===== src/rtl/core/bca_pkg.sv =====
`timescale 1ns / 1ps
// ----------------------------------------------------------------------------
// bca_pkg
// Shared types, codes and byte constants of the boot catalog analyzer.
// ----------------------------------------------------------------------------
package bca_pkg;

   localparam int unsigned SectorBytesDefault = 512;
   localparam int unsigned EntryBytes         = 32;
   localparam int unsigned EntryOffWidth      = $clog2(EntryBytes);

   // Catalog byte values.
   localparam logic [7:0] HeaderValidation = 8'h01;
   localparam logic [7:0] PlatformX86      = 8'h00;
   localparam logic [7:0] PlatformEfi      = 8'hEF;
   localparam logic [7:0] SectionMore      = 8'h90;
   localparam logic [7:0] SectionFinal     = 8'h91;
   localparam logic [7:0] BootBootable     = 8'h88;
   localparam logic [7:0] MediaHardDisk    = 8'h04;
   localparam logic [7:0] KeyFirst         = 8'h55;
   localparam logic [7:0] KeySecond        = 8'hAA;
   localparam logic [7:0] PartFat16Small   = 8'h04;
   localparam logic [7:0] PartFat16        = 8'h06;
   localparam logic [7:0] PartFat32        = 8'h0B;
   localparam logic [7:0] PartFat32Lba     = 8'h0C;

   // Fixed byte offsets inside the catalog.
   localparam int unsigned OffHeader    = 0;
   localparam int unsigned OffPlatform  = 1;
   localparam int unsigned OffKeyFirst  = 30;
   localparam int unsigned OffKeySecond = 31;
   localparam int unsigned OffBoot      = 32;
   localparam int unsigned OffMedia     = 33;
   localparam int unsigned OffPart      = 36;
   localparam int unsigned OffRbaFirst  = 40;
   localparam int unsigned OffRbaLast   = 43;
   localparam int unsigned OffSections  = 64;

   typedef enum logic [2:0] {
      REASON_NONE       = 3'd0,
      REASON_VALID_EFI  = 3'd1,
      REASON_SECT_EFI   = 3'd2,
      REASON_SECT_X86   = 3'd3,
      REASON_DISK_IMAGE = 3'd4
   } reason_type;

   typedef struct packed {
      logic [7:0]  data_byte;
      logic        last_byte;
   } req_payload_type;

   typedef struct packed {
      logic        efi_found;
      logic [2:0]  efi_reason;
      logic        bios_entry_valid;
      logic [31:0] bios_load_rba;
   } rsp_payload_type;

   // Catalog fields gathered so far.
   typedef struct packed {
      logic [7:0]  header_id;
      logic [7:0]  platform_id;
      logic        key_ok;
      logic [7:0]  boot_indicator;
      logic [7:0]  media_type;
      logic [7:0]  partition_type;
      logic [31:0] load_rba;
      reason_type  found_reason;
   } cat_state_type;

   function automatic logic is_fat_type(input logic [7:0] t);
      return (t == PartFat16Small) || (t == PartFat16) ||
             (t == PartFat32) || (t == PartFat32Lba);
   endfunction

   function automatic logic is_x86_validation(input cat_state_type s);
      return (s.header_id == HeaderValidation) && (s.platform_id == PlatformX86);
   endfunction

endpackage


===== src/rtl/core/bca_stream_if.sv =====
`timescale 1ns / 1ps
// ----------------------------------------------------------------------------
// bca_req_if / bca_rsp_if
// Valid/ready channels for catalog bytes in and analysis results out.
// ----------------------------------------------------------------------------
interface bca_req_if;
   logic       valid;
   logic       ready;
   logic [7:0] data_byte;
   logic       last_byte;

   modport source (output valid, output data_byte, output last_byte, input ready);
   modport sink   (input valid, input data_byte, input last_byte, output ready);
endinterface

interface bca_rsp_if;
   logic        valid;
   logic        ready;
   logic        efi_found;
   logic [2:0]  efi_reason;
   logic        bios_entry_valid;
   logic [31:0] bios_load_rba;

   modport source (output valid, output efi_found, output efi_reason,
                   output bios_entry_valid, output bios_load_rba, input ready);
   modport sink   (input valid, input efi_found, input efi_reason,
                   input bios_entry_valid, input bios_load_rba, output ready);
endinterface


===== src/rtl/core/boot_catalog_analyzer.sv =====
`timescale 1ns / 1ps
// ----------------------------------------------------------------------------
// boot_catalog_analyzer
// Streams an El Torito boot catalog sector and reports EFI and BIOS entries.
// ----------------------------------------------------------------------------
// One catalog byte is taken per clock; each request updates the captured
// fields in the same cycle, and the request marked last loads the result
// register, which appears on the response channel in the next cycle. The result
// register is the only buffer: while a result waits and the response side is
// not ready, requests are held off until it drains. Bytes beyond SECTOR_BYTES
// are ignored, and the analyzer starts a fresh sector at offset 0 right after
// each last byte.
module boot_catalog_analyzer #(
   parameter int unsigned SECTOR_BYTES = bca_pkg::SectorBytesDefault
) (
   input  logic      clock,
   input  logic      reset,
   bca_req_if.sink   req_if,
   bca_rsp_if.source rsp_if
);
   import bca_pkg::*;

   logic            accept;
   logic            req_ready;
   req_payload_type req;
   cat_state_type   cat_view;

   assign req.data_byte = req_if.data_byte;
   assign req.last_byte = req_if.last_byte;
   assign req_if.ready  = req_ready;
   assign accept        = req_if.valid && req_ready;

   bca_capture #(
      .SECTOR_BYTES (SECTOR_BYTES)
   ) u_capture (
      .clock    (clock),
      .reset    (reset),
      .accept   (accept),
      .req      (req),
      .cat_view (cat_view)
   );

   bca_result u_result (
      .clock     (clock),
      .reset     (reset),
      .accept    (accept),
      .last_byte (req.last_byte),
      .cat_view  (cat_view),
      .req_ready (req_ready),
      .rsp_if    (rsp_if)
   );

endmodule


===== src/rtl/core/bca_capture.sv =====
`timescale 1ns / 1ps
// ----------------------------------------------------------------------------
// bca_capture
// Tracks the byte position and captures the catalog fields and rule hits.
// ----------------------------------------------------------------------------
module bca_capture #(
   parameter int unsigned SECTOR_BYTES = bca_pkg::SectorBytesDefault
) (
   input  logic                   clock,
   input  logic                   reset,
   input  logic                   accept,
   input  bca_pkg::req_payload_type req,
   output bca_pkg::cat_state_type cat_view
);
   import bca_pkg::*;

   localparam int unsigned PosWidth = $clog2(SECTOR_BYTES + 1);

   logic [PosWidth-1:0] pos_ff, pos_in;
   logic [7:0]          efb_ff, efb_in, efb_take;
   cat_state_type       st_ff, st_in, take;
   logic                in_sector;
   logic                section_pos;
   logic [EntryOffWidth-1:0] entry_off;

   assign in_sector   = pos_ff < PosWidth'(SECTOR_BYTES);
   assign entry_off   = pos_ff[EntryOffWidth-1:0];
   assign section_pos = pos_ff >= PosWidth'(OffSections);

   // Field state after the current byte, before the end-of-sector clear.
   always_comb begin
      take     = st_ff;
      efb_take = efb_ff;
      if (accept && in_sector) begin
         if (pos_ff == PosWidth'(OffHeader)) begin
            take.header_id = req.data_byte;
         end else if (pos_ff == PosWidth'(OffPlatform)) begin
            take.platform_id = req.data_byte;
            if (st_ff.header_id == HeaderValidation && req.data_byte == PlatformEfi &&
                st_ff.found_reason == REASON_NONE) begin
               take.found_reason = REASON_VALID_EFI;
            end
         end else if (pos_ff == PosWidth'(OffKeyFirst)) begin
            take.key_ok = (req.data_byte == KeyFirst);
         end else if (pos_ff == PosWidth'(OffKeySecond)) begin
            take.key_ok = st_ff.key_ok && (req.data_byte == KeySecond);
         end else if (pos_ff == PosWidth'(OffBoot)) begin
            take.boot_indicator = req.data_byte;
         end else if (pos_ff == PosWidth'(OffMedia)) begin
            take.media_type = req.data_byte;
         end else if (pos_ff == PosWidth'(OffPart)) begin
            take.partition_type = req.data_byte;
         end else if (pos_ff >= PosWidth'(OffRbaFirst) && pos_ff <= PosWidth'(OffRbaLast)) begin
            // The RBA starts on a 4-byte boundary, so the low bits pick the lane.
            take.load_rba[pos_ff[1:0]*8 +: 8] = req.data_byte;
         end

         if (section_pos) begin
            if (entry_off == '0) begin
               efb_take = req.data_byte;
            end else if (entry_off == EntryOffWidth'(1) &&
                         st_ff.found_reason == REASON_NONE &&
                         (efb_ff == SectionMore || efb_ff == SectionFinal)) begin
               if (req.data_byte == PlatformEfi) begin
                  take.found_reason = REASON_SECT_EFI;
               end else if (req.data_byte == PlatformX86 && is_x86_validation(st_ff)) begin
                  take.found_reason = REASON_SECT_X86;
               end
            end
         end
      end
   end

   always_comb begin
      pos_in = pos_ff;
      st_in  = take;
      efb_in = efb_take;
      if (accept && in_sector) begin
         pos_in = pos_ff + PosWidth'(1);
      end
      if (accept && req.last_byte) begin
         pos_in = '0;
         st_in  = '0;
         efb_in = '0;
      end
   end

   always_ff @(posedge clock) begin
      if (reset) begin
         pos_ff <= '0;
         st_ff  <= '0;
         efb_ff <= '0;
      end else begin
         pos_ff <= pos_in;
         st_ff  <= st_in;
         efb_ff <= efb_in;
      end
   end

   assign cat_view = take;

   a_restart_after_last: assert property (@(posedge clock) disable iff (reset)
      accept && req.last_byte |=> pos_ff == '0 && st_ff.found_reason == REASON_NONE)
      else $error("sector state not cleared after last byte");

   a_reason_sticks: assert property (@(posedge clock) disable iff (reset)
      st_ff.found_reason != REASON_NONE && !(accept && req.last_byte)
      |=> st_ff.found_reason == $past(st_ff.found_reason))
      else $error("matched rule changed within a sector");

   a_pos_saturates: assert property (@(posedge clock) disable iff (reset)
      pos_ff <= PosWidth'(SECTOR_BYTES))
      else $error("byte position ran past the sector");

endmodule


===== src/rtl/core/bca_result.sv =====
`timescale 1ns / 1ps
// ----------------------------------------------------------------------------
// bca_result
// Applies the disk image rule and the BIOS entry check, holds the result.
// ----------------------------------------------------------------------------
module bca_result (
   input  logic                   clock,
   input  logic                   reset,
   input  logic                   accept,
   input  logic                   last_byte,
   input  bca_pkg::cat_state_type cat_view,
   output logic                   req_ready,
   bca_rsp_if.source              rsp_if
);
   import bca_pkg::*;

   logic            rsp_valid_ff, rsp_valid_in;
   rsp_payload_type rsp_ff, rsp_in;
   reason_type      reason;
   logic            bios_ok;

   always_comb begin
      reason = cat_view.found_reason;
      if (reason == REASON_NONE && is_x86_validation(cat_view) &&
          cat_view.boot_indicator == BootBootable &&
          cat_view.media_type == MediaHardDisk && is_fat_type(cat_view.partition_type)) begin
         reason = REASON_DISK_IMAGE;
      end
      bios_ok = is_x86_validation(cat_view) && cat_view.key_ok &&
                cat_view.boot_indicator == BootBootable;

      rsp_in.efi_found        = (reason != REASON_NONE);
      rsp_in.efi_reason       = reason;
      rsp_in.bios_entry_valid = bios_ok;
      rsp_in.bios_load_rba    = bios_ok ? cat_view.load_rba : 32'd0;
   end

   // A new request is taken whenever the result register is free or draining.
   assign req_ready = !rsp_valid_ff || rsp_if.ready;

   always_comb begin
      rsp_valid_in = rsp_valid_ff && !rsp_if.ready;
      if (accept && last_byte) begin
         rsp_valid_in = 1'b1;
      end
   end

   always_ff @(posedge clock) begin
      if (reset) begin
         rsp_valid_ff <= 1'b0;
      end else begin
         rsp_valid_ff <= rsp_valid_in;
      end
   end

   always_ff @(posedge clock) begin
      if (accept && last_byte) begin
         rsp_ff <= rsp_in;
      end
   end

   assign rsp_if.valid            = rsp_valid_ff;
   assign rsp_if.efi_found        = rsp_ff.efi_found;
   assign rsp_if.efi_reason       = rsp_ff.efi_reason;
   assign rsp_if.bios_entry_valid = rsp_ff.bios_entry_valid;
   assign rsp_if.bios_load_rba    = rsp_ff.bios_load_rba;

   a_found_matches_reason: assert property (@(posedge clock) disable iff (reset)
      rsp_valid_ff |-> rsp_ff.efi_found == (rsp_ff.efi_reason != REASON_NONE))
      else $error("efi_found disagrees with efi_reason");

   a_rba_zero_if_invalid: assert property (@(posedge clock) disable iff (reset)
      rsp_valid_ff && !rsp_ff.bios_entry_valid |-> rsp_ff.bios_load_rba == 32'd0)
      else $error("load RBA reported for an invalid BIOS entry");

   a_no_overrun: assert property (@(posedge clock) disable iff (reset)
      accept |-> !rsp_valid_ff || rsp_if.ready)
      else $error("request accepted while result register is blocked");

endmodule


===== src/flat_wrapper.sv =====
// flat-port wrapper written by rule: the top's interface ports become plain ports
module boot_catalog_analyzer_flat import bca_pkg::*;
#(
   parameter int unsigned SECTOR_BYTES = bca_pkg::SectorBytesDefault
)
  (clock, reset, req_if_valid, req_if_data_byte, req_if_last_byte, req_if_ready, rsp_if_valid, rsp_if_efi_found, rsp_if_efi_reason, rsp_if_bios_entry_valid, rsp_if_bios_load_rba, rsp_if_ready);
  bca_req_if req_if_i ();
  bca_rsp_if rsp_if_i ();
  input  logic clock;
  input  logic reset;
  input wire logic [$bits(req_if_i.valid)-1:0] req_if_valid;
  input wire logic [$bits(req_if_i.data_byte)-1:0] req_if_data_byte;
  input wire logic [$bits(req_if_i.last_byte)-1:0] req_if_last_byte;
  output wire logic [$bits(req_if_i.ready)-1:0] req_if_ready;
  output wire logic [$bits(rsp_if_i.valid)-1:0] rsp_if_valid;
  output wire logic [$bits(rsp_if_i.efi_found)-1:0] rsp_if_efi_found;
  output wire logic [$bits(rsp_if_i.efi_reason)-1:0] rsp_if_efi_reason;
  output wire logic [$bits(rsp_if_i.bios_entry_valid)-1:0] rsp_if_bios_entry_valid;
  output wire logic [$bits(rsp_if_i.bios_load_rba)-1:0] rsp_if_bios_load_rba;
  input wire logic [$bits(rsp_if_i.ready)-1:0] rsp_if_ready;
  assign req_if_i.valid = req_if_valid;
  assign req_if_i.data_byte = req_if_data_byte;
  assign req_if_i.last_byte = req_if_last_byte;
  assign req_if_ready = req_if_i.ready;
  assign rsp_if_valid = rsp_if_i.valid;
  assign rsp_if_efi_found = rsp_if_i.efi_found;
  assign rsp_if_efi_reason = rsp_if_i.efi_reason;
  assign rsp_if_bios_entry_valid = rsp_if_i.bios_entry_valid;
  assign rsp_if_bios_load_rba = rsp_if_i.bios_load_rba;
  assign rsp_if_i.ready = rsp_if_ready;
  boot_catalog_analyzer #(.SECTOR_BYTES(SECTOR_BYTES)) u_core (.clock(clock), .reset(reset), .req_if(req_if_i), .rsp_if(rsp_if_i));
endmodule

===== config.mk =====
export PLATFORM = sky130hd
export DESIGN_NAME = boot_catalog_analyzer_flat
export DESIGN_NICKNAME = d
export VERILOG_FILES = /design/src/rtl/core/bca_pkg.sv /design/src/rtl/core/bca_stream_if.sv /design/src/rtl/core/boot_catalog_analyzer.sv /design/src/rtl/core/bca_capture.sv /design/src/rtl/core/bca_result.sv /design/src/flat_wrapper.sv
export SDC_FILE = /design/constraint.sdc
export NUM_CORES = 1
export LEC_CHECK = 0
export ABC_AREA = 1
export BUFFER_PORTS_ARGS = -buffer_cell sky130_fd_sc_hd__buf_2
export CAP_MARGIN = 20
export CORE_AREA = 5 5 153 155
export CTS_BUF_LIST = sky130_fd_sc_hd__clkbuf_4
export DETAILED_ROUTE_END_ITERATION = 10
export DIE_AREA = 0 0 158 160
export GPL_ROUTABILITY_DRIVEN = 0
export HOLD_SLACK_MARGIN = 0.05
export PLACE_DENSITY = 0.56
export SETUP_SLACK_MARGIN = 0.02
export SLEW_MARGIN = 20
export SYNTH_ARGS = -nofsm -noshare
export SYNTH_HDL_FRONTEND = slang
export SYNTH_SLANG_ARGS = --single-unit

===== constraint.sdc =====
create_clock -name clock -period 3.75 [get_ports clock]
set_input_delay 0.5625 -clock clock [delete_from_list [all_inputs] [get_ports clock]]
set_output_delay 0.5625 -clock clock [all_outputs]
set_load 0.05 [all_outputs]

==> summary.txt, run 1 <==
Clocking
  – Max Buffers Root-to-Sink: 2
  – # resized after CTS: 0
  – CTS tree: yes
  – Clk_lat worst skew: 540 ps
  – Setup Fix Bufs, Post-CTS: 0
  – Clk sinks: 131
  – H-tree Lvls: 4
  – CTS Buf Count: 17
  – Root Buffer: clkbuf_4
  – Hold_buf cts: 0
  – Reg clk slew, reported paths: 110 ps

Worst setup path
  – CP max FO: 33
  – Critical Path RT: 4030 ps
  – CP delay by family, top: simple AND/OR/NAND/NOR gates
  – Crit-path cells: ha_1 -> buf_4 -> nand2_1 -> nor3_2 -> nand2_2 -> o21ai_0 -> nor2_1 -> nand2_1 -> nor2_2 -> nand3_2 -> buf_4 -> nor3_1
  – Critical path endpoint category: flip-flop
  – Startpoint types: flip-flop
  – WP data arrival: 3170 ps
  – Kind of critical path: flip-flop to flip-flop
  – CP Buf/Inv Count: 2
  – Reg2reg path depth: 12
  – R2R Path Start: u_core.u_capture.pos_ff[0]
  – Worst stage delay on the critical path: 500 ps
  – Worst path depth: 12
  – RR Endpoint: u_core.u_result.rsp_if.bios_load_rba[0]
  – CP max-delay cell: dfxtp_1
  – FF-to-FF setup slack: 860 ps

Pwr
  – Leakage power total: 0.002858 uW
  – Power per cell area: 391.5 nW/um^2
  – VDD IR max: 0.1482 mV

Timing
  – Setup Viol. Count Final: 0
  – Final min period: 2887 ps
  – Post-Route Skew: 18.65 ps
  – Tcrit/Tclk final: 0.7699
  – Slew of the pin with the lowest slew margin: 595.5 ps
  – Final Hold Viols: 0
  – TNS Setup: 0 ps
  – Max Fclk: 346.4 MHz
  – Max Transition Viols Final: 0
  – Unrepaired setup endpoints after global routing: no
  – Max_slew headroom: 0.6030

Worst hold path
  – Min-delay worst type: input port to flip-flop
  – Worst Hold Launch: reset
  – Worst Hold Path Cells: 4
  – Hold path endpoint: u_core.u_result.rsp_if.valid

Die
  – Boundary Pins: 52
  – Die X: 158 um
  – Initial core utilization: 0.2986
  – Die footprint: 25280 um^2
  – Core Area: 21690 um^2
  – Die Y: 160 um
  – Row count: 54

Logic synthesis
  – Mapped cell area: 6476 um^2
  – Yosys cell types: 39
  – Sequential area share after synthesis: 0.4621
  – Most frequent cell after synthesis: nor2_1
  – Area contributors post-synth: dfxtp_1, edfxtp_1, nor2_1
  – Synth async-reset ratio: 0
  – Yosys warnings: 0
  – Synth top area share: 0.2906
  – Syn_nets: 835
  – Synth Flop Type: dfxtp_1
  – Number of enable flip-flop cells after synthesis: 37
  – Synth area leader: dfxtp_1
  – Post-Synthesis Cells: 818
  – Flop and latch count out of synthesis: 131
  – Syn avg cell area: 7.917 um^2
  – Top cells by count, synth: nor2_1, nand2_1, inv_1, dfxtp_1, o21ai_0

Route
  – Routed vias: 5394
  – Wire per inst: 13.56 um
  – DR iter-0 viols: 336
  – DR pass1 iterations: 5
  – DRC: 0
  – DR WL met3: 811 um
  – Final Routed Wirelength: 15.65 mm
  – Routed Antenna Nets: 0
  – Met2 Routed Length: 7.233 mm
  – Top Layer Used: met4
  – Vias/cell: 4.674
  – Met1 wire length: 7.357 mm

Global route
  – Grt total ovfl: 0
  – First-pass GRT wire length: 25.41 mm
  – Gr usage total: 0.1251
  – Initial antenna violation count: 0
  – Vias in the first global route: 5005
  – Largest net degree at the start of global routing: 55

Placed design
  – Port Buffer Count: 51
  – Dpl cell area: 6969 um^2
  – Detailed Place HPWL: 11.17 mm

Finish
  – Fin area: 7287 um^2
  – Ant diodes: 0
  – Area growth syn-to-layout: 12.52%
  – Fillers: 2310
  – Share of cells above drive strength 1: 0.1739
  – Nets: 878
  – Layout Utilization: 0.3360

Status
  – Outcome: finished, final reports clean

Run
  – Max_cap viols: 0
[worst max path at each step]
| stage | to | slack [ps] | start |
|---|---|---|---|
| final | u_core.u_result.rsp_if.bios_load_rba[0] | 860 | u_core.u_capture.pos_ff[0] |
| after global routing | u_core.u_result.rsp_if.bios_load_rba[0] | 560 | u_core.u_capture.pos_ff[0] |
| after CTS | u_core.u_result.rsp_if.bios_load_rba[0] | 880 | u_core.u_capture.pos_ff[0] |
| after detailed placement | u_core.u_result.rsp_if.efi_found | 710 | rsp_if_ready |
| after global placement | u_core.u_result.rsp_if.efi_found | 710 | rsp_if_ready |
| after floorplan | u_core.u_capture.st_ff[61] | 30 | rsp_if_ready |
[final cells by class]
class,instances,area (um^2),share of cell area
Clock buffer,17,127.6,0.01751
Clock inverter,15,190.2,0.02610
Inverter,104,390.4,0.05357
Multi-Input combinational cell,543,2883,0.3956
Sequential cell,131,2993,0.4107
Tap cell,280,350.3,0.04808
Timing Repair Buffer,64,352.8,0.04842
[flip-flops by register name, indices dropped and copies added, names as in the netlist]
register                                 flops
u_core.u_capture.st_ff                      76
u_core.u_result.rsp_if.bios_load_rba        32
u_core.u_capture.pos_ff                     10
u_core.u_capture.efb_ff                      7
u_core.u_result.rsp_if.efi_reason            3
u_core.u_result.rsp_if.bios_entry_valid      1
u_core.u_result.rsp_if.efi_found             1
u_core.u_result.rsp_if.valid                 1
[routing by layer]
metal	vias up	GRT usage
li1	2766	-
met1	2485	0.1705
met2	117	0.1958
met3	26	0.03139
met4	0	0.03722
met5	-	0
[cells by family (layout without fill, tap and decap cells)]
family / Yosys count / count (layout) / share of synthesized area
buffers and inverters: 144 / 200 / 0.09563
adders and majority gates: 4 / 4 / 0.007728
muxes: 22 / 22 / 0.03400
AOI/OAI and AO/OA: 119 / 119 / 0.1005
DFF: 131 / 131 / 0.4621
and+or+nand+nor: 398 / 398 / 0.3000
[worst reg2reg max path, cell delays in order (launching register included)]
cell and delay [ps]:
dfxtp_1 500, ha_1 200, buf_4 200, nand2_1 130
nor3_2 230, nand2_2 230, o21ai_0 310, nor2_1 90
nand2_1 100, nor2_2 50, nand3_2 60, buf_4 410
nor3_1 130
[through the flow]
stage | total power [uW] | worst slack, ps | hold slack [ps] | cells
after global placement | 1814 | 709.5 | 457.9 | 1122
after global routing | 2980 | 562.5 | 230.4 | 1154
after CTS | 2883 | 883.1 | 203.4 | 1154
final | 2853 | 862.9 | 261.5 | 1154
after floorplan | 1730 | 26.40 | 450.0 | 818
after detailed placement | 1815 | 713.8 | 466.8 | 1122
[cell usage in the layout, fill, tap and decap left out, types with 2 or more instances in the layout]
master and instances:
nor2_1 144, nand2_1 123, inv_1 101, dfxtp_1 94, o21ai_0 70, buf_2 51
edfxtp_1 37, nor3_2 30, nand4_1 29, nand3_1 28, mux2i_1 22, a21oi_1 18
nor3_1 17, clkbuf_4 17, buf_4 13, o21ai_1 9, nand2_2 7, a21oi_2 6
clkinv_1 5, nor2_4 5, o21a_1 5, a31oi_1 4, ha_1 4, bufinv_16 4
nor2_2 3, nor4_1 3, o22ai_1 3, clkinv_4 3, clkinvlp_4 3, nand2_4 2
nand3_2 2, o211ai_1 2, clkinv_2 2
[where the power goes]
group	switching (uW)	total, uW	internal (uW)
Combinational	231	302	71.0
Sequential	8.26	1480	1470
Clock	548	1070	522
Total	787	2850	2070
Note: power is estimated with default switching activity, not from simulation.
==> run 2: changes to the inputs <==
--- a/config.mk
+++ b/config.mk
@@ -5,13 +5,13 @@
 export SDC_FILE = /design/constraint.sdc
 export NUM_CORES = 1
 export LEC_CHECK = 0
-export ABC_AREA = 1
+export ABC_AREA = 0
 export BUFFER_PORTS_ARGS = -buffer_cell sky130_fd_sc_hd__buf_2
 export CAP_MARGIN = 20
-export CORE_AREA = 5 5 153 155
+export CORE_AREA = 5 5 141 143
 export CTS_BUF_LIST = sky130_fd_sc_hd__clkbuf_4
 export DETAILED_ROUTE_END_ITERATION = 10
-export DIE_AREA = 0 0 158 160
+export DIE_AREA = 0 0 146 148
 export GPL_ROUTABILITY_DRIVEN = 0
 export HOLD_SLACK_MARGIN = 0.05
 export PLACE_DENSITY = 0.56
==> constraint.sdc (replaced) <==
create_clock -name clock -period 2.6 [get_ports clock]
set_input_delay 0.39 -clock clock [delete_from_list [all_inputs] [get_ports clock]]
set_output_delay 0.39 -clock clock [all_outputs]
set_load 0.05 [all_outputs]
==> summary.txt, run 2 <==
Global route
  – Grt total ovfl: 0 (unchanged)
  – Gr usage total: 0.1273 (was 0.1251)
  – Vias in the first global route: 4111 (was 5005)
  – First-pass GRT wire length: 21.82 mm (was 25.41 mm)
  – Initial antenna violation count: 0 (unchanged)
  – Largest net degree at the start of global routing: 50 (was 55)

Clocking
  – Root Buffer: clkbuf_4 (unchanged)
  – Clk_lat worst skew: 560 ps (was 540 ps)
  – CTS Buf Count: 17 (unchanged)
  – CTS tree: yes (unchanged)
  – Clk sinks: 131 (unchanged)
  – Max Buffers Root-to-Sink: 2 (unchanged)
  – Setup Fix Bufs, Post-CTS: 0 (unchanged)
  – Reg clk slew, reported paths: 120 ps (was 110 ps)
  – H-tree Lvls: 4 (unchanged)

Worst setup path
  – Kind of critical path: flip-flop to flip-flop (unchanged)
  – Critical Path RT: 2910 ps (was 4030 ps)
  – Crit-path cells: or4_1 -> or4_4 -> o21a_1 -> o211ai_4 -> buf_12 -> nor2_1 (was ha_1 -> buf_4 -> nand2_1 -> nor3_2 -> nand2_2 -> o21ai_0 -> nor2_1 -> nand2_1 -> nor2_2 -> nand3_2 -> buf_4 -> nor3_1)
  – WP data arrival: 2760 ps (was 3170 ps)
  – Worst stage delay on the critical path: 590 ps (was 500 ps)
  – CP max-delay cell: or4_1 (was dfxtp_1)
  – Critical path endpoint category: flip-flop (unchanged)
  – CP max FO: 33 (unchanged)
  – Startpoint types: flip-flop (unchanged)

Route
  – Vias/cell: 4.724 (was 4.674)
  – DRC: 0 (unchanged)
  – Final Routed Wirelength: 13.28 mm (was 15.65 mm)
  – Wire per inst: 14.90 um (was 13.56 um)
  – DR iter-0 viols: 331 (was 336)
  – Routed Antenna Nets: 0 (unchanged)
  – Routed vias: 4209 (was 5394)
  – DR pass1 iterations: 4 (was 5)

Finish
  – Share of cells above drive strength 1: 0.1887 (was 0.1739)
  – Ant diodes: 0 (unchanged)
  – Multi-input logic area: 2246 um^2 (was 2883 um^2)
  – Register area: 2994 um^2 (was 2993 um^2)
  – Nets: 661 (was 878)
  – Commonest non-fill, non-tap cell in the layout: nor2_1 (unchanged)
  – Post-Layout Cell Count: 891 (was 1154)
  – Most frequent cells in the layout: nor2_1, dfxtp_1, nand2_1 (was nor2_1, nand2_1, inv_1)
  – Largest Register: u_core.u_capture.st_ff (unchanged)
  – Fillers: 1937 (was 2310)
  – Largest register FFs: 76 (unchanged)
  – Area growth syn-to-layout: 17.92% (was 12.52%)
  – Layout Utilization: 0.3471 (was 0.3360)

Timing
  – Final Hold Viols: 0 (unchanged)
  – Post-Route Skew: 15.04 ps (was 18.65 ps)
  – Max_slew headroom: 0.5704 (was 0.6030)
  – TNS Setup: 0 ps (unchanged)
  – Tcrit/Tclk final: 0.9427 (was 0.7699)
  – Max Transition Viols Final: 0 (unchanged)
  – Fin Hold WS: 128.7 ps (was 261.5 ps)
  – Unrepaired setup endpoints after global routing: no (unchanged)
  – Setup Viol. Count Final: 0 (unchanged)
  – Slew of the pin with the lowest slew margin: 644.4 ps (was 595.5 ps)
  – Max Fclk: 408.0 MHz (was 346.4 MHz)
  – Final min period: 2451 ps (was 2887 ps)

Logic synthesis
  – Synth async-reset ratio: 0 (unchanged)
  – Syn avg cell area: 9.300 um^2 (was 7.917 um^2)
  – Synth Flop Type: dfxtp_1 (unchanged)
  – Mapped cell area: 5431 um^2 (was 6476 um^2)
  – Top cells by count, synth: nor2_1, dfxtp_1, nand2_1, a21oi_1, edfxtp_1 (was nor2_1, nand2_1, inv_1, dfxtp_1, o21ai_0)
  – Yosys cell types: 51 (was 39)
  – Area contributors post-synth: dfxtp_1, edfxtp_1, nor2_1 (unchanged)
  – Flop and latch count out of synthesis: 131 (unchanged)
  – Synth top area share: 0.3465 (was 0.2906)
  – Sequential area share after synthesis: 0.5510 (was 0.4621)
  – Synth area leader: dfxtp_1 (unchanged)
  – Yosys warnings: 0 (unchanged)
  – Most frequent cell after synthesis: nor2_1 (unchanged)
  – Post-Synthesis Cells: 584 (was 818)
  – Syn_nets: 601 (was 835)
  – Number of enable flip-flop cells after synthesis: 37 (unchanged)

Placed design
  – Placed Cells: 858 (was 1122)
  – Port Buffer Count: 51 (unchanged)
  – Detailed Place HPWL: 8.776 mm (was 11.17 mm)

Pwr
  – Psw: 1064 uW (was 787.3 uW)
  – Leakage power total: 0.002422 uW (was 0.002858 uW)
  – Logic pwr share: 0.086 (was 0.106)
  – Power per cell area: 647.2 nW/um^2 (was 391.5 nW/um^2)
  – Reg power frac: 0.517 (was 0.519)
  – Cell Int Power: 3081 uW (was 2066 uW)
  – Sw frac: 0.2566 (was 0.2759)
  – Final Power: 4145 uW (was 2853 uW)
  – Clock share of power: 0.398 (was 0.375)
  – VDD IR max: 0.2261 mV (was 0.1482 mV)

Die
  – Core Area: 18460 um^2 (was 21690 um^2)
  – Boundary Pins: 52 (unchanged)
  – Die X: 146 um (was 158 um)
  – Die footprint: 21610 um^2 (was 25280 um^2)
  – Die Y: 148 um (was 160 um)
  – Row count: 50 (was 54)
  – Initial core utilization: 0.2943 (was 0.2986)

Worst hold path
  – Min-delay worst type: input port to flip-flop (unchanged)

Run
  – Max_cap viols: 0 (unchanged)

Status
  – Outcome: finished, final reports clean (unchanged)
==> run 2: cell count changes in the layout (fill, tap and decap cells not counted), moves of 29 or more <==
cell and change:
o21ai_0 -64, a21oi_1 +31, nor3_2 -30, inv_1 -92
nor2_1 -29, nand2_1 -53
==> run 2: area by class of cell <==
class | count | area share
clock inverters | 14 | 0.03282
well taps | 234 | 0.04571
inverters | 11 | 0.006447
repair buffers | 78 | 0.07580
multi-input cells | 405 | 0.3507
flip-flops and latches | 131 | 0.4675
clock buffers | 18 | 0.02110
==> run 2: through the flow <==
| stage | cell area [um^2] | worst slack, ps |
|---|---|---|
| 2_1_floorplan | 5443 | 181.1 |
| 3_3_place_gp | 6045 | 184.0 |
| 3_5_place_dp | 6045 | 159.3 |
| 4_1_cts | 6400 | 136.0 |
| 5_1_grt | 6405 | 50.95 |
| 6_report | 6405 | 148.9 |
==> run 2: worst max-delay path, delay by kind of cell (launching register included) <==
kind,cells,cell delay (ps)
simple gates,3,1190
buf+inv,1,200
compound gates,2,430
flops,1,350
==> run 2: power groups by stage <==
stage	clock network [uW]	logic, uW	registers, uW
floorplan	0	137	2290
global placement	0	357	2190
detailed placement	0	356	2190
CTS	1700	357	2140
global route	1790	382	2150
finish	1650	355	2140
==> run 2: layer usage <==
layer,vias to the layer above,GRT usage,wire length [um]
met5,-,0,0
met4,0,0.04421,153
met3,13,0.03709,726
met2,100,0.2014,6056
met1,1947,0.1672,6340
li1,2149,-,-
==> run 2: repair_timing <==
| item | 4_1_cts | 5_1_grt |
|---|---|---|
| hold buffers | 1 | 0 |
| setup endpoints to repair | 0 | 15 |
| resized for setup | 0 | 1 |
| endpoints found under the hold margin | 1 | 0 |
==> run 2: path summary, 6_finish.rpt <==
check        slack, ps                        from                                       to  depth (start not counted)
min reg2reg        460  u_core.u_capture.st_ff[62]               u_core.u_capture.st_ff[62]                          2
max reg2reg        150  u_core.u_capture.pos_ff[6]  u_core.u_result.rsp_if.bios_load_rba[1]                          6
min                130         req_if_data_byte[0]               u_core.u_capture.st_ff[68]                          3
max                150  u_core.u_capture.pos_ff[6]  u_core.u_result.rsp_if.bios_load_rba[1]                          6
==> run 2: logic make-up (layout without fill, tap and decap cells) <==
group           after synthesis  count (layout)  share of synthesized area
fa+ha+maj                     4               4                   0.009215
buf+inv                      48             121                    0.03824
mux                          24              24                    0.04446
flops                       131             131                     0.5510
xor+xnor                      6               6                   0.009675
simple gates                290             290                     0.2569
compound gates               81              81                    0.09054
==> run 3: changes to the inputs <==
--- a/config.mk
+++ b/config.mk
@@ -5,13 +5,13 @@
 export SDC_FILE = /design/constraint.sdc
 export NUM_CORES = 1
 export LEC_CHECK = 0
-export ABC_AREA = 0
+export ABC_AREA = 1
 export BUFFER_PORTS_ARGS = -buffer_cell sky130_fd_sc_hd__buf_2
 export CAP_MARGIN = 20
-export CORE_AREA = 5 5 141 143
+export CORE_AREA = 5 5 153 155
 export CTS_BUF_LIST = sky130_fd_sc_hd__clkbuf_4
 export DETAILED_ROUTE_END_ITERATION = 10
-export DIE_AREA = 0 0 146 148
+export DIE_AREA = 0 0 158 160
 export GPL_ROUTABILITY_DRIVEN = 0
 export HOLD_SLACK_MARGIN = 0.05
 export PLACE_DENSITY = 0.56
==> summary.txt, run 3 (synthesis gave the netlist of run 1 again) <==
Finish
  – Nets: 903 (was 661)
  – Ant diodes: 0 (unchanged)
  – Most frequent cells in the layout: nor2_1, nand2_1, inv_1 (was nor2_1, dfxtp_1, nand2_1)
  – Area growth syn-to-layout: 16.38% (was 17.92%)
  – Fin area: 7537 um^2 (was 6405 um^2)
  – Share of cells above drive strength 1: 0.2080 (was 0.1887)
  – Largest register FFs: 76 (unchanged)
  – Commonest non-fill, non-tap cell in the layout: nor2_1 (unchanged)
  – Largest Register: u_core.u_capture.st_ff (unchanged)

Timing
  – Slew of the pin with the lowest slew margin: 488.7 ps (was 644.4 ps)
  – Final min period: 2449 ps (was 2451 ps)
  – Max_slew headroom: 0.6742 (was 0.5704)
  – Max Fclk: 408.4 MHz (was 408.0 MHz)
  – TNS Setup: 0 ps (unchanged)
  – Final Hold Viols: 0 (unchanged)
  – Post-Route Skew: 15.91 ps (was 15.04 ps)
  – Fin Hold WS: 98.70 ps (was 128.7 ps)
  – Setup Viol. Count Final: 0 (unchanged)
  – Max Transition Viols Final: 0 (unchanged)
  – Unrepaired setup endpoints after global routing: yes (was no)
  – Tcrit/Tclk final: 0.9418 (was 0.9427)

Worst hold path
  – Min-delay worst type: input port to flip-flop (unchanged)
  – Hold path endpoint: u_core.u_result.rsp_if.valid (was u_core.u_capture.st_ff[68])
  – Worst Hold Launch: reset (was req_if_data_byte[0])
  – Worst Hold Path Cells: 4 (was 3)

Worst setup path
  – WP data arrival: 2750 ps (was 2760 ps)
  – Critical Path RT: 2900 ps (was 2910 ps)
  – Critical path endpoint category: flip-flop (unchanged)
  – RR Endpoint: u_core.u_result.rsp_if.bios_load_rba[15] (was u_core.u_result.rsp_if.bios_load_rba[1])
  – R2R Path Start: u_core.u_capture.pos_ff[0] (was u_core.u_capture.pos_ff[6])
  – FF-to-FF setup slack: 150 ps (about the same)
  – Startpoint types: flip-flop (unchanged)
  – Kind of critical path: flip-flop to flip-flop (unchanged)
  – Reg2reg path depth: 12 (was 6)
  – CP max FO: 20 (was 33)

Global route
  – Grt total ovfl: 0 (unchanged)
  – Initial antenna violation count: 0 (unchanged)
  – First-pass GRT wire length: 26.43 mm (was 21.82 mm)
  – Largest net degree at the start of global routing: 80 (was 50)
  – Vias in the first global route: 5145 (was 4111)
  – Gr usage total: 0.1307 (was 0.1273)

Clocking
  – Max Buffers Root-to-Sink: 2 (unchanged)
  – Clk sinks: 131 (unchanged)
  – Reg clk slew, reported paths: 120 ps (about the same)
  – Clk_lat worst skew: 550 ps (was 560 ps)
  – Hold_buf cts: 0 (was 1)
  – Root Buffer: clkbuf_4 (unchanged)
  – CTS tree: yes (unchanged)
  – H-tree Lvls: 4 (unchanged)
  – CTS Buf Count: 17 (unchanged)

Route
  – Routed vias: 5518 (was 4209)
  – DR pass1 iterations: 5 (was 4)
  – DRC: 0 (unchanged)
  – DR iter-0 viols: 334 (was 331)
  – Final Routed Wirelength: 16.48 mm (was 13.28 mm)
  – Vias/cell: 4.680 (was 4.724)
  – Routed Antenna Nets: 0 (unchanged)
  – Wire per inst: 13.98 um (was 14.90 um)

Status
  – Outcome: finished, final reports clean (unchanged)

Placed design
  – Port Buffer Count: 51 (unchanged)
  – Detailed Place HPWL: 11.54 mm (was 8.776 mm)
  – Dpl cell area: 7167 um^2 (was 6045 um^2)

Die
  – Die Y: 160 um (was 148 um)
  – Die footprint: 25280 um^2 (was 21610 um^2)
  – Die X: 158 um (was 146 um)
  – Core Area: 21690 um^2 (was 18460 um^2)
  – Boundary Pins: 52 (unchanged)
  – Row count: 54 (was 50)
  – Initial core utilization: 0.2986 (was 0.2943)

Pwr
  – VDD IR max: 0.2818 mV (was 0.2261 mV)
  – Final Power: 3901 uW (was 4145 uW)
  – Leakage power total: 0.002986 uW (was 0.002422 uW)
  – Power per cell area: 517.6 nW/um^2 (was 647.2 nW/um^2)

Run
  – Max_cap viols: 0 (unchanged)
## run 3: cell types whose count changed in the layout (fill, tap and decap cells not counted), sizes merged, moves of 8 or more
cell / delta
inv: +91
o21ai: +73
nand2: +64
nor3: +41
nor2: +35
a21oi: -25
nand3: +23
a21boi: -16
and3: -14
buf: +10
nor2b: -8
## run 3: final cells by class
| cell class | instances | area [um^2] |
|---|---|---|
| sequential | 131 | 2994 |
| multi-input combinational | 545 | 2960 |
| clock buffer | 18 | 135.1 |
| clock inverter | 14 | 115.1 |
| inverter | 104 | 390.4 |
| fill | 2314 | 14150 |
| timing repair buffer | 87 | 591.8 |
| tap | 280 | 350.3 |
## run 3: worst max-delay path by stage
stage	start	slack (ps)	end
after global placement	u_core.u_capture.pos_ff[0]	110	u_core.u_result.rsp_if.bios_load_rba[1]
after detailed placement	u_core.u_capture.pos_ff[0]	60	u_core.u_result.rsp_if.bios_load_rba[2]
after CTS	u_core.u_capture.pos_ff[0]	30	u_core.u_result.rsp_if.bios_load_rba[2]
after floorplan	u_core.u_capture.pos_ff[0]	80	u_core.u_result.rsp_if.bios_load_rba[21]
after global routing	u_core.u_capture.pos_ff[0]	-0.2	u_core.u_result.rsp_if.bios_load_rba[2]
final	u_core.u_capture.pos_ff[0]	150	u_core.u_result.rsp_if.bios_load_rba[15]
## run 3: power by group
| part | switching (uW) | internal, uW |
|---|---|---|
| Combinational | 355 | 131 |
| Clock | 805 | 475 |
| Sequential | 10.2 | 2120 |
## run 3: timing repair
item | in CTS | in global routing
hold endpoints to repair | 0 | 0
gates resized for setup | 0 | 22
setup endpoints to repair | 0 | 35
buffers inserted | 0 | 4
## run 3: layer usage
| layer | part of all wire | GRT usage |
|---|---|---|
| met5 | 0 | 0 |
| met4 | 0.013 | 0.03528 |
| met3 | 0.049 | 0.03248 |
| met2 | 0.46 | 0.2063 |
| met1 | 0.48 | 0.1783 |
## run 3: metrics by stage
stage	utilization	instances	setup WS [ps]
floorplan	-	818	80.43
global placement	0.3304	1141	106.1
detailed placement	0.3304	1141	58.01
CTS	0.3420	1173	29.53
global route	0.3475	1179	-0.1628
finish	0.3475	1179	151.3
## run 3: worst max-delay path, cell delays in order, from the launching register on
cell     delay [ps]
dfxtp_2         350
buf_4           140
ha_2            200
nand2_2         100
nor3_4          340
nand2_2         180
o21ai_0         240
nor2_1           70
nand2_1         150
nor2_4           60
nand3_4         120
buf_12          190
nor3_2           50
